--- config.mk ---
export PLATFORM = sky130hd
export DESIGN_NAME = circular_fifo_with_dump
export DESIGN_NICKNAME = d
export VERILOG_FILES = /design/src/cfwd_pkg.sv /design/src/cfwd_ctrl.sv /design/src/cfwd_datapath.sv /design/src/circular_fifo_with_dump.sv
export SDC_FILE = /design/constraint.sdc
export NUM_CORES = 1
export LEC_CHECK = 0
export BUFFER_PORTS_ARGS = -buffer_cell sky130_fd_sc_hd__clkbuf_2
export CAP_MARGIN = 20
export CORE_UTILIZATION = 60
export DETAILED_ROUTE_END_ITERATION = 8
export GPL_ROUTABILITY_DRIVEN = 0
export PLACE_DENSITY = 0.84
export SLEW_MARGIN = 20
export SYNTH_ARGS = -nofsm -noshare
export SYNTH_HDL_FRONTEND = slang
export SYNTH_SLANG_ARGS = --single-unit
--- constraint.sdc ---
create_clock -name i_clk -period 8.08 [get_ports i_clk]
set_input_delay 1.212 -clock i_clk [delete_from_list [all_inputs] [get_ports i_clk]]
set_output_delay 1.212 -clock i_clk [all_outputs]
set_load 0.02 [all_outputs]
--- src/cfwd_pkg.sv ---
`default_nettype none
package cfwd_pkg;

    localparam int DEPTH  = 8;
    localparam int ADDR_W = (DEPTH > 1) ? $clog2(DEPTH) : 1;
    localparam int DATA_W = 32;

    localparam logic [1:0] FUNC_PUSH = 2'd0;
    localparam logic [1:0] FUNC_POP  = 2'd1;
    localparam logic [1:0] FUNC_DUMP = 2'd2;

    typedef enum logic [1:0] {
        STATUS_OK         = 2'd0,
        STATUS_OVERFLOW   = 2'd1,
        STATUS_UNDERFLOW  = 2'd2,
        STATUS_DUMP_EMPTY = 2'd3
    } t_status;

    typedef struct packed {
        logic [1:0]               func;
        logic signed [DATA_W-1:0] push_data;
    } t_in_item;

    typedef struct packed {
        t_status                  status;
        logic signed [DATA_W-1:0] read_data;
        logic                     last_of_run;
        logic                     is_full;
        logic                     is_empty;
    } t_out_item;

    typedef enum logic [1:0] {
        ST_IDLE,
        ST_POP,
        ST_DUMP
    } t_state;

    typedef struct packed {
        logic do_push;
        logic pop_rd;
        logic pop_err;
        logic pop_emit;
        logic dump_rd_head;
        logic dump_rd_next;
        logic dump_emit;
        logic dump_empty;
    } t_dp_cmd;

    typedef struct packed {
        logic empty;
        logic rd_last;
    } t_dp_stat;

    function automatic logic [ADDR_W-1:0] next_slot(input logic [ADDR_W-1:0] idx);
        logic [ADDR_W-1:0] res;
        if (idx == ADDR_W'(DEPTH - 1)) begin
            res = '0;
        end else begin
            res = idx + ADDR_W'(1);
        end
        return res;
    endfunction

endpackage
`default_nettype wire

--- src/cfwd_ctrl.sv ---
`default_nettype none
module cfwd_ctrl
    import cfwd_pkg::*;
(
    input  wire logic       i_clk,
    input  wire logic       i_rst_n,
    input  wire logic       i_start,
    input  wire logic [1:0] i_func,
    input  wire t_dp_stat   i_stat,
    output t_dp_cmd         o_cmd,
    output logic            o_busy
);

    t_state r_state;
    t_state n_state;

    always_ff @(posedge i_clk) begin
        if (!i_rst_n) begin
            r_state <= ST_IDLE;
        end else begin
            r_state <= n_state;
        end
    end

    always_comb begin
        n_state = r_state;
        o_cmd   = '0;
        o_busy  = (r_state != ST_IDLE);
        unique case (r_state)
            ST_IDLE: begin
                if (i_start) begin
                    unique case (i_func)
                        FUNC_PUSH: begin
                            o_cmd.do_push = 1'b1;
                        end
                        FUNC_POP: begin
                            if (i_stat.empty) begin
                                o_cmd.pop_err = 1'b1;
                            end else begin
                                o_cmd.pop_rd = 1'b1;
                                n_state      = ST_POP;
                            end
                        end
                        FUNC_DUMP: begin
                            if (i_stat.empty) begin
                                o_cmd.dump_empty = 1'b1;
                            end else begin
                                o_cmd.dump_rd_head = 1'b1;
                                n_state            = ST_DUMP;
                            end
                        end
                        default: begin
                            n_state = ST_IDLE;
                        end
                    endcase
                end
            end
            ST_POP: begin
                o_cmd.pop_emit = 1'b1;
                n_state        = ST_IDLE;
            end
            ST_DUMP: begin
                o_cmd.dump_emit = 1'b1;
                if (i_stat.rd_last) begin
                    n_state = ST_IDLE;
                end else begin
                    o_cmd.dump_rd_next = 1'b1;
                end
            end
            default: begin
                n_state = ST_IDLE;
            end
        endcase
    end

endmodule
`default_nettype wire

--- src/cfwd_datapath.sv ---
`default_nettype none
module cfwd_datapath
    import cfwd_pkg::*;
(
    input  wire logic                     i_clk,
    input  wire logic                     i_rst_n,
    input  wire t_dp_cmd                  i_cmd,
    input  wire logic signed [DATA_W-1:0] i_push_data,
    output t_dp_stat                      o_stat,
    output t_out_item                     o_result,
    output logic                          o_strobe
);

    logic [DATA_W-1:0] r_mem [DEPTH];
    logic [DATA_W-1:0] r_rdata;

    logic [ADDR_W-1:0] r_head;
    logic [ADDR_W-1:0] r_tail;
    logic              r_empty;
    logic [ADDR_W-1:0] r_ptr;
    logic              r_rd_last;
    t_out_item         r_out;
    logic              r_strobe;

    logic [ADDR_W-1:0] n_head;
    logic [ADDR_W-1:0] n_tail;
    logic              n_empty;
    logic [ADDR_W-1:0] n_ptr;
    logic              n_rd_last;
    t_out_item         n_out;
    logic              n_strobe;

    logic              full;
    logic              n_full;
    logic              wr_en;
    logic              rd_en;
    logic [ADDR_W-1:0] rd_addr;

    assign full   = !r_empty && (next_slot(r_tail) == r_head);
    assign n_full = !n_empty && (next_slot(n_tail) == n_head);
    assign wr_en  = i_cmd.do_push && !full;
    assign rd_en  = i_cmd.pop_rd || i_cmd.dump_rd_head || i_cmd.dump_rd_next;
    assign rd_addr = i_cmd.dump_rd_next ? r_ptr : r_head;

    always_comb begin
        n_head    = r_head;
        n_tail    = r_tail;
        n_empty   = r_empty;
        n_ptr     = r_ptr;
        n_rd_last = r_rd_last;
        if (wr_en) begin
            if (r_empty) begin
                n_head  = '0;
                n_tail  = '0;
                n_empty = 1'b0;
            end else begin
                n_tail = next_slot(r_tail);
            end
        end
        if (i_cmd.pop_rd) begin
            if (r_head == r_tail) begin
                n_head  = '0;
                n_tail  = '0;
                n_empty = 1'b1;
            end else begin
                n_head = next_slot(r_head);
            end
        end
        if (i_cmd.dump_rd_head || i_cmd.dump_rd_next) begin
            n_ptr     = next_slot(rd_addr);
            n_rd_last = (rd_addr == r_tail);
        end
    end

    always_comb begin
        n_out             = r_out;
        n_strobe          = 1'b0;
        n_out.is_full     = n_full;
        n_out.is_empty    = n_empty;
        n_out.last_of_run = 1'b1;
        n_out.read_data   = '0;
        n_out.status      = STATUS_OK;
        if (i_cmd.do_push) begin
            n_strobe     = 1'b1;
            n_out.status = full ? STATUS_OVERFLOW : STATUS_OK;
        end
        if (i_cmd.pop_err) begin
            n_strobe     = 1'b1;
            n_out.status = STATUS_UNDERFLOW;
        end
        if (i_cmd.dump_empty) begin
            n_strobe     = 1'b1;
            n_out.status = STATUS_DUMP_EMPTY;
        end
        if (i_cmd.pop_emit) begin
            n_strobe        = 1'b1;
            n_out.read_data = r_rdata;
        end
        if (i_cmd.dump_emit) begin
            n_strobe          = 1'b1;
            n_out.read_data   = r_rdata;
            n_out.last_of_run = r_rd_last;
        end
    end

    always_ff @(posedge i_clk) begin
        if (wr_en) begin
            r_mem[n_tail] <= i_push_data;
        end
        if (rd_en) begin
            r_rdata <= r_mem[rd_addr];
        end
    end

    always_ff @(posedge i_clk) begin
        if (!i_rst_n) begin
            r_head    <= '0;
            r_tail    <= '0;
            r_empty   <= 1'b1;
            r_ptr     <= '0;
            r_rd_last <= 1'b0;
            r_strobe  <= 1'b0;
        end else begin
            r_head    <= n_head;
            r_tail    <= n_tail;
            r_empty   <= n_empty;
            r_ptr     <= n_ptr;
            r_rd_last <= n_rd_last;
            r_strobe  <= n_strobe;
        end
    end

    always_ff @(posedge i_clk) begin
        r_out <= n_out;
    end

    assign o_stat.empty   = r_empty;
    assign o_stat.rd_last = r_rd_last;
    assign o_result       = r_out;
    assign o_strobe       = r_strobe;

endmodule
`default_nettype wire

--- src/circular_fifo_with_dump.sv ---
// Ring-buffer queue of signed 32-bit words, DEPTH entries deep.
// A transaction is accepted on a rising edge where start is high and busy is low.
// The command field selects push, pop or dump; code 3 is accepted and ignored.
// Every result appears on o_result for one cycle with o_strobe high, and it
// carries the full and empty flags as they stand after the operation.
// A push, or any error result, is returned in the cycle after acceptance and
// busy stays low, so a push can be accepted every cycle.
// A pop of a stored word reads the entry memory, whose read port is
// registered, so its result passes through the read-data and output registers,
// and busy is high while the result is formed.
// A dump of N stored entries emits N results on consecutive cycles, oldest first,
// with last_of_run on the final one, each through the read-data and output
// registers; busy is high during the run, paced by the single memory read port.
// Synchronous reset empties the queue and returns the controller to idle;
// the entry memory is not cleared.
// The receiver cannot stall, so every result must be taken when strobed.
`default_nettype none
module circular_fifo_with_dump
    import cfwd_pkg::*;
(
    input  wire logic      i_clk,
    input  wire logic      i_rst_n,
    input  wire logic      start,
    input  wire t_in_item  i_item,
    output logic           busy,
    output t_out_item      o_result,
    output logic           o_strobe
);

    t_dp_cmd  cmd;
    t_dp_stat stat;

    cfwd_ctrl u_ctrl (
        .i_clk   (i_clk),
        .i_rst_n (i_rst_n),
        .i_start (start),
        .i_func  (i_item.func),
        .i_stat  (stat),
        .o_cmd   (cmd),
        .o_busy  (busy)
    );

    cfwd_datapath u_datapath (
        .i_clk       (i_clk),
        .i_rst_n     (i_rst_n),
        .i_cmd       (cmd),
        .i_push_data (i_item.push_data),
        .o_stat      (stat),
        .o_result    (o_result),
        .o_strobe    (o_strobe)
    );

endmodule
`default_nettype wire
==> results by group, run 1 <==
Outcome
  • Status: finished, final reports clean

Floorplanning
  • DIE AREA: 22200 um2
  • Rows: 53
  • # IOs: 76
  • Core footprint: 21100 um2
  • Starting density of the core: 0.616
  • Chip Height: 149 um
  • Die width: 149 um

Global route
  • GRT overflow: 0
  • Vias in the first global route: 8222
  • First-pass GRT wire length: 41500 um
  • Antenna violations before repair: 1
  • Largest net degree at the start of global routing: 76
  • Tot GR Track Use: 0.245

Power and ir drop
  • Clock power share: 0.437
  • Net Sw Frac: 0.188
  • Pwr dens: 238 nW/um2
  • Sequential share of power: 0.545
  • Peak supply drop: 213 uV
  • Pleak: 0.00551 uW
  • Comb power frac: 0.018
  • Net Switching: 659 uW
  • Internal power: 2850 uW

Detailed routing
  • Routed len/inst: 18.9 um
  • Vias: 8080
  • First-pass DRT Iterations: 5
  • Post-route DRC: 0
  • Post-route ant nets: 0
  • Vias per cell: 5.79
  • Routed Wire Length: 26300 um
  • Initial drt markers: 659

Flow run
  • Max cap viols: 0

Synthesis
  • Avg Synthesized Cell Area: 12.7 um2
  • Synth area leader: edfxtp_1
  • Count of cell types in the netlist: 46
  • Mapped Cells: 1025
  • Top FF cell, synth: edfxtp_1
  • Top cell type's share of synthesized area: 0.666
  • Area contributors post-synth: edfxtp_1 67%, nand2_1 8.6%, dfxtp_1 7.9%, nand3_1 6.4%, and2_1 1.8%
  • EDFF count, synth: 288
  • Post-Syn Area: 13000 um2
  • Syn nets: 1069
  • Sequential-to-total area share from yosys stat: 0.745
  • Share of synthesized flip-flops with an asynchronous set or reset: 0
  • YS warnings: 0
  • Register bit count reported by yosys: 339

Placement
  • Port Buf Inserts: 75
  • Placed cell count: 1334
  • Pre-CTS setup slack: 4080 ps
  • DP HPWL: 14200 um

Hold path
  • Hold Path Origin: u_datapath.r_rdata[11]$_DFFE_PP_
  • Hold WC Path Type: flip-flop to flip-flop

Finish
  • FF+latch area: 9670 um2
  • # fillers: 1402
  • Layout Cells excl Fill: 1396
  • Area grow syn2layout: 13.7%
  • Layout cells sized above 1: 0.145
  • Commonest non-fill, non-tap cell in the layout: nand2_1
  • Commonest non-fill, non-tap cells in the layout: 296 x nand2_1, 288 x edfxtp_1, 166 x nand3_1
  • Area occupied by multi-input gates: 3130 um2
  • Nets: 1139

Setup path
  • Critical path origin: u_ctrl.r_state[1]$_SDFFE_PN0P_
  • Worst path arrival time: 4180 ps
  • Crit Path Class: flip-flop to flip-flop
  • Max stage delay cell, worst path: mux2i_4
  • Startpoint Class: flip-flop
  • Worst r2r src: u_ctrl.r_state[1]$_SDFFE_PN0P_
  • Worst-path fanout max: 65
  • Slowest stage delay, CP: 820 ps
  • CP required: 8510 ps
  • Cell-by-cell trace of the critical path: nor3b_2, mux2i_4, inv_2, buf_4, ha_1, xor2_1, o21ai_0, and2_1
  • Worst path buffer plus inverter count: 2
  • CP delay by family, top: buffers and inverters
  • Crit. End Element: flip-flop

Clock tree
  • Postcts setup bufs: 0
  • Clock sink total: 339
  • Clock transition at the registers of the reported paths: 60 ps
  • H-tree levels: 2
  • Cts repair resizes: 0
  • Post-CTS Hold Buffers: 0
  • Max clock buf depth: 3
  • Clock Latency Late Sink: 500 ps
  • Root Buffer Master: clkbuf_16
  • TritonCTS Buffers: 34
  • CTS tree: yes

STA
  • Layout Skew: 15.1 ps
  • Rel. slew slack: 0.316
  • Final Hold Vio Count: 0
  • Tightest Pin Transition: 1020 ps
  • F_max: 0.267 GHz
  • Crit share post-route: 0.463
  • Worst setup margin: 4340 ps
  • Final setup vio count: 0
  • Setup TNS: 0 ps
  • Unrepaired setup endpoints after global routing: no
  • Crit path time final: 3740 ps
  • Slew Limit Fails: 0
[logic make-up after synthesis]
logic type,Yosys count,synth area share
and+or+nand+nor,546,0.190
DFF,339,0.745
buffers and inverters,63,0.0216
AOI/OAI and AO/OA,50,0.0227
xor gates and xnor gates,14,0.00944
adders and majority gates,7,0.00674
muxes,6,0.00463
[final cells by class]
cell class,instances,share of cell area
clock inverters,10,0.00865
repair buffers,92,0.0341
flip-flops and latches,339,0.655
multi-input cells,623,0.212
diodes,1,0.000170
inverters,5,0.00127
well taps,275,0.0233
clock buffers,51,0.0654
[state kept, by name, summed over array words and instances (netlist names)]
name	flops
u_datapath.o_result	37
u_datapath.o_strobe	1
u_datapath.r_rd_last	1
u_datapath.r_head	3
u_datapath.r_tail	3
u_datapath.r_rdata	32
u_datapath.r_ptr	3
u_ctrl.r_state	2
u_datapath.r_empty	1
u_datapath.r_mem	256
[Yosys cell counts, drive strengths merged, types with 2 or more instances]
cell     count
buf         26
and2        39
edfxtp     288
nor4b        2
ha           7
nand3      166
and3         2
xor2         7
nand2      296
inv          5
o21ai       37
nand4        2
xnor2        7
nor2b        8
dfxtp       51
or2          2
a21oi        4
nor2        10
nor4         5
or3          2
nand2b       3
mux2i        6
a2111oi      2
nor3         6
clkbuf      32
[power groups by stage]
stage	sequential (uW)	combinational (uW)	clock (uW)
global placement	1950	60.0	0
floorplan	1950	25.9	0
CTS	1910	64.1	1560
detailed placement	1950	63.4	0
finish	1910	64.0	1530
global route	1910	69.9	1630
[worst paths after layout]
| kind | end | slack, ps | cells past startpoint |
|---|---|---|---|
| max | u_datapath.r_ptr[2]$_SDFFE_PN0P_ | 4340 | 8 |
| min | u_datapath.o_result[14]$_DFF_P_ | 440 | 1 |
| max reg2reg | u_datapath.r_ptr[2]$_SDFFE_PN0P_ | 4340 | 8 |
| min reg2reg | u_datapath.o_result[14]$_DFF_P_ | 440 | 1 |
[stage by stage]
stage	utilization	hold WS, ps	power (uW)	cell area, um2
finish	0.700	435	3510	14800
global route	0.700	458	3610	14800
detailed placement	0.648	426	2010	13700
CTS	0.700	436	3530	14800
floorplan	-	420	1980	13000
global placement	0.648	424	2010	13700
[metal layers]
metal / GRT usage / vias to the layer above / share of wire
li1: - / 3754 / -
met1: 0.300 / 3954 / 0.39
met2: 0.435 / 313 / 0.52
met3: 0.0413 / 59 / 0.062
met4: 0.0954 / 0 / 0.027
met5: 0 / - / 0
(Power assumes the default switching activity.)
==> run 2, diff against run 1 <==
==> constraint.sdc (replaced) <==
create_clock -name i_clk -period 3.7 [get_ports i_clk]
set_input_delay 0.555 -clock i_clk [delete_from_list [all_inputs] [get_ports i_clk]]
set_output_delay 0.555 -clock i_clk [all_outputs]
set_load 0.02 [all_outputs]
==> run 2 against run 1 <==
Compared with the run above: count of clock-buffer cells in the layout shrank 13; clock power grew 100%; clock skew grew 7.6 ps; highest routed layer is now met5; largest cell class unchanged; maximum frequency grew 9.3%; worst setup slack lost 4100 ps; largest power group unchanged.
==> results by group, run 2 (synthesized netlist as in run 1, its figures left out) <==
STA
  • Crit share post-route: 0.926 (+0.462)
  • Slew Limit Fails: 0 (unchanged)
  • Final Hold Vio Count: 0 (unchanged)
  • Setup TNS: 0 ps (unchanged)
  • Tightest Pin Transition: 845 ps (-179 ps)
  • Unrepaired setup endpoints after global routing: no
  • Layout Skew: 22.8 ps (+7.64 ps)
  • Final setup vio count: 0 (unchanged)
  • Crit path time final: 3420 ps (-320 ps)
  • Worst setup margin: 275 ps (-4060 ps)
  • Rel. slew slack: 0.436 (+0.120)
  • F_max: 0.292 GHz (+9.3%)

Setup path
  • Max stage delay cell, worst path: or3_1
  • CP required: 3950 ps (-4560 ps)
  • Slowest stage delay, CP: 490 ps (-330 ps)
  • Crit. End Element: flip-flop
  • Startpoint Class: flip-flop
  • Crit path top cell by count: ha_1
  • Worst-path fanout max: 32 (-51%)
  • Cell-by-cell trace of the critical path: ha_1, ha_1, nor2_1, xnor2_1, a211o_1, buf_4, or3_1, nor4b_4, buf_12
  • Worst path arrival time: 3680 ps (-500 ps)
  • Crit Path Class: flip-flop to flip-flop
  • CP delay by family, top: simple AND/OR/NAND/NOR gates
  • Worst path buffer plus inverter count: 2 (unchanged)

Clock tree
  • CTS tree: yes
  • Clock Latency Late Sink: 580 ps (+80 ps)
  • TritonCTS Buffers: 31 (-8.8%)
  • Clock sink total: 339 (unchanged)
  • Root Buffer Master: clkbuf_16
  • Post-CTS Hold Buffers: 0 (unchanged)
  • H-tree levels: 1 (-1)
  • Max clock buf depth: 3 (unchanged)
  • Clock transition at the registers of the reported paths: 60 ps (about the same)
  • Cts repair resizes: 0 (unchanged)
  • Postcts setup bufs: 0 (unchanged)

Finish
  • Commonest non-fill, non-tap cells in the layout: 295 x nand2_1, 288 x edfxtp_1, 166 x nand3_1
  • Number of flip-flops in the largest register: 256 (unchanged)
  • Fin util: 0.706 (+0.00635)
  • Area grow syn2layout: 14.7%
  • Area occupied by multi-input gates: 3200 um2 (+2.2%)
  • Antenna cells: 0 (-1)
  • Commonest non-fill, non-tap cell in the layout: nand2_1
  • # fillers: 1353 (-3.5%)
  • Nets: 1141 (+0.18%)
  • Layout Cells excl Fill: 1397 (+0.072%)
  • Largest Register: u_datapath.r_mem
  • FF+latch area: 9670 um2 (unchanged)
  • Layout cells sized above 1: 0.148 (+0.00331)

Global route
  • Antenna violations before repair: 1 (unchanged)
  • Largest net degree at the start of global routing: 98 (+29%)
  • Met3 GRT Util: 0.0398 (-0.00153)
  • GRT overflow: 0 (unchanged)
  • GRT met1 Usage: 0.310 (+0.0102)
  • Tot GR Track Use: 0.242 (-0.00383)
  • Met2 usage: 0.421 (-0.0140)
  • First-pass GRT wire length: 41200 um (-0.70%)
  • GRT busiest layer: met2
  • Vias in the first global route: 7987 (-2.9%)

Floorplanning
  • # IOs: 76 (unchanged)
  • Chip Height: 149 um (unchanged)
  • Rows: 53 (unchanged)
  • DIE AREA: 22200 um2 (unchanged)
  • Die width: 149 um (unchanged)
  • Starting density of the core: 0.616 (unchanged)
  • Core footprint: 21100 um2 (unchanged)

Detailed routing
  • Vias per cell: 5.79 (about the same)
  • Post-route ant nets: 0 (unchanged)
  • Routed Wire Length: 26100 um (-0.84%)
  • Routed len/inst: 18.7 um (-0.91%)
  • Post-route DRC: 0 (unchanged)
  • First-pass DRT Iterations: 5 (unchanged)
  • Vias: 8083 (+0.037%)
  • Initial drt markers: 769 (+17%)

Placement
  • DP HPWL: 13900 um (-1.6%)
  • Placed cell count: 1339 (+0.37%)
  • Port Buf Inserts: 75 (unchanged)
  • Pre-CTS setup slack: 313 ps (-3770 ps)

Power and ir drop
  • Comb power frac: 0.020 (+0.002)
  • Net Sw Frac: 0.197 (+0.00889)
  • Peak supply drop: 609 uV (+190%)
  • Clock power share: 0.418 (-0.019)
  • Internal power: 5970 uW (+110%)
  • Pwr dens: 499 nW/um2 (+110%)
  • Pleak: 0.00554 uW (+0.57%)
  • Sequential share of power: 0.562 (+0.017)
  • Post-layout power: 7430 uW (+110%)
  • Net Switching: 1460 uW (+120%)

Flow run
  • Max cap viols: 0 (unchanged)

Outcome
  • Status: finished, final reports clean

Hold path
  • Hold WC Path Type: input port to flip-flop
## run 2: final cells by class
class                   instances  share of cell area
well taps                     275              0.0231
clock inverters                20              0.0129
flip-flops and latches        339               0.649
clock buffers                  38              0.0538
multi-input cells             623               0.215
inverters                       5             0.00143
repair buffers                 97              0.0447
## run 2: worst paths after layout
path,slack (ps),endpoint,startpoint,cells after the start
max reg2reg,280,u_datapath.r_mem[5][31]$_DFFE_PP_,u_datapath.r_tail[0]$_SDFF_PN0_,9
min reg2reg,440,u_datapath.o_result[22]$_DFF_P_,u_datapath.r_rdata[19]$_DFFE_PP_,1
max,280,u_datapath.r_mem[5][31]$_DFFE_PP_,u_datapath.r_tail[0]$_SDFF_PN0_,9
min,250,u_datapath.r_mem[4][23]$_DFFE_PP_,i_item[23],1
## run 2: power groups by stage
stage	clock network [uW]	registers (uW)	logic, uW
final	3110	4180	148
after global routing	3290	4180	162
after CTS	3140	4180	149
after detailed placement	0	4260	147
after global placement	0	4260	141
after floorplan	0	4260	58.6
## run 2: through the flow
| step | hold slack (ps) | instance area (um2) |
|---|---|---|
| finish | 251 | 14900 |
| CTS | 234 | 14900 |
| detailed placement | 427 | 13900 |
| floorplan | 420 | 13000 |
| global placement | 424 | 13900 |
| global route | 233 | 14900 |
## run 2: per-layer routing
layer | vias to the layer above | wire length, um | part of all wire
met5 | - | 13 | 0.00050
met4 | 2 | 521 | 0.020
met3 | 51 | 1750 | 0.067
met2 | 315 | 13500 | 0.52
met1 | 3944 | 10300 | 0.40
li1 | 3771 | - | -
## run 2: worst register-to-register path: stages (launching register included)
cell and delay [ps]:
dfxtp_1 400, ha_1 250, ha_1 210, nor2_1 460, xnor2_1 160, a211o_1 340
buf_4 200, or3_1 490, nor4b_4 320, buf_12 280
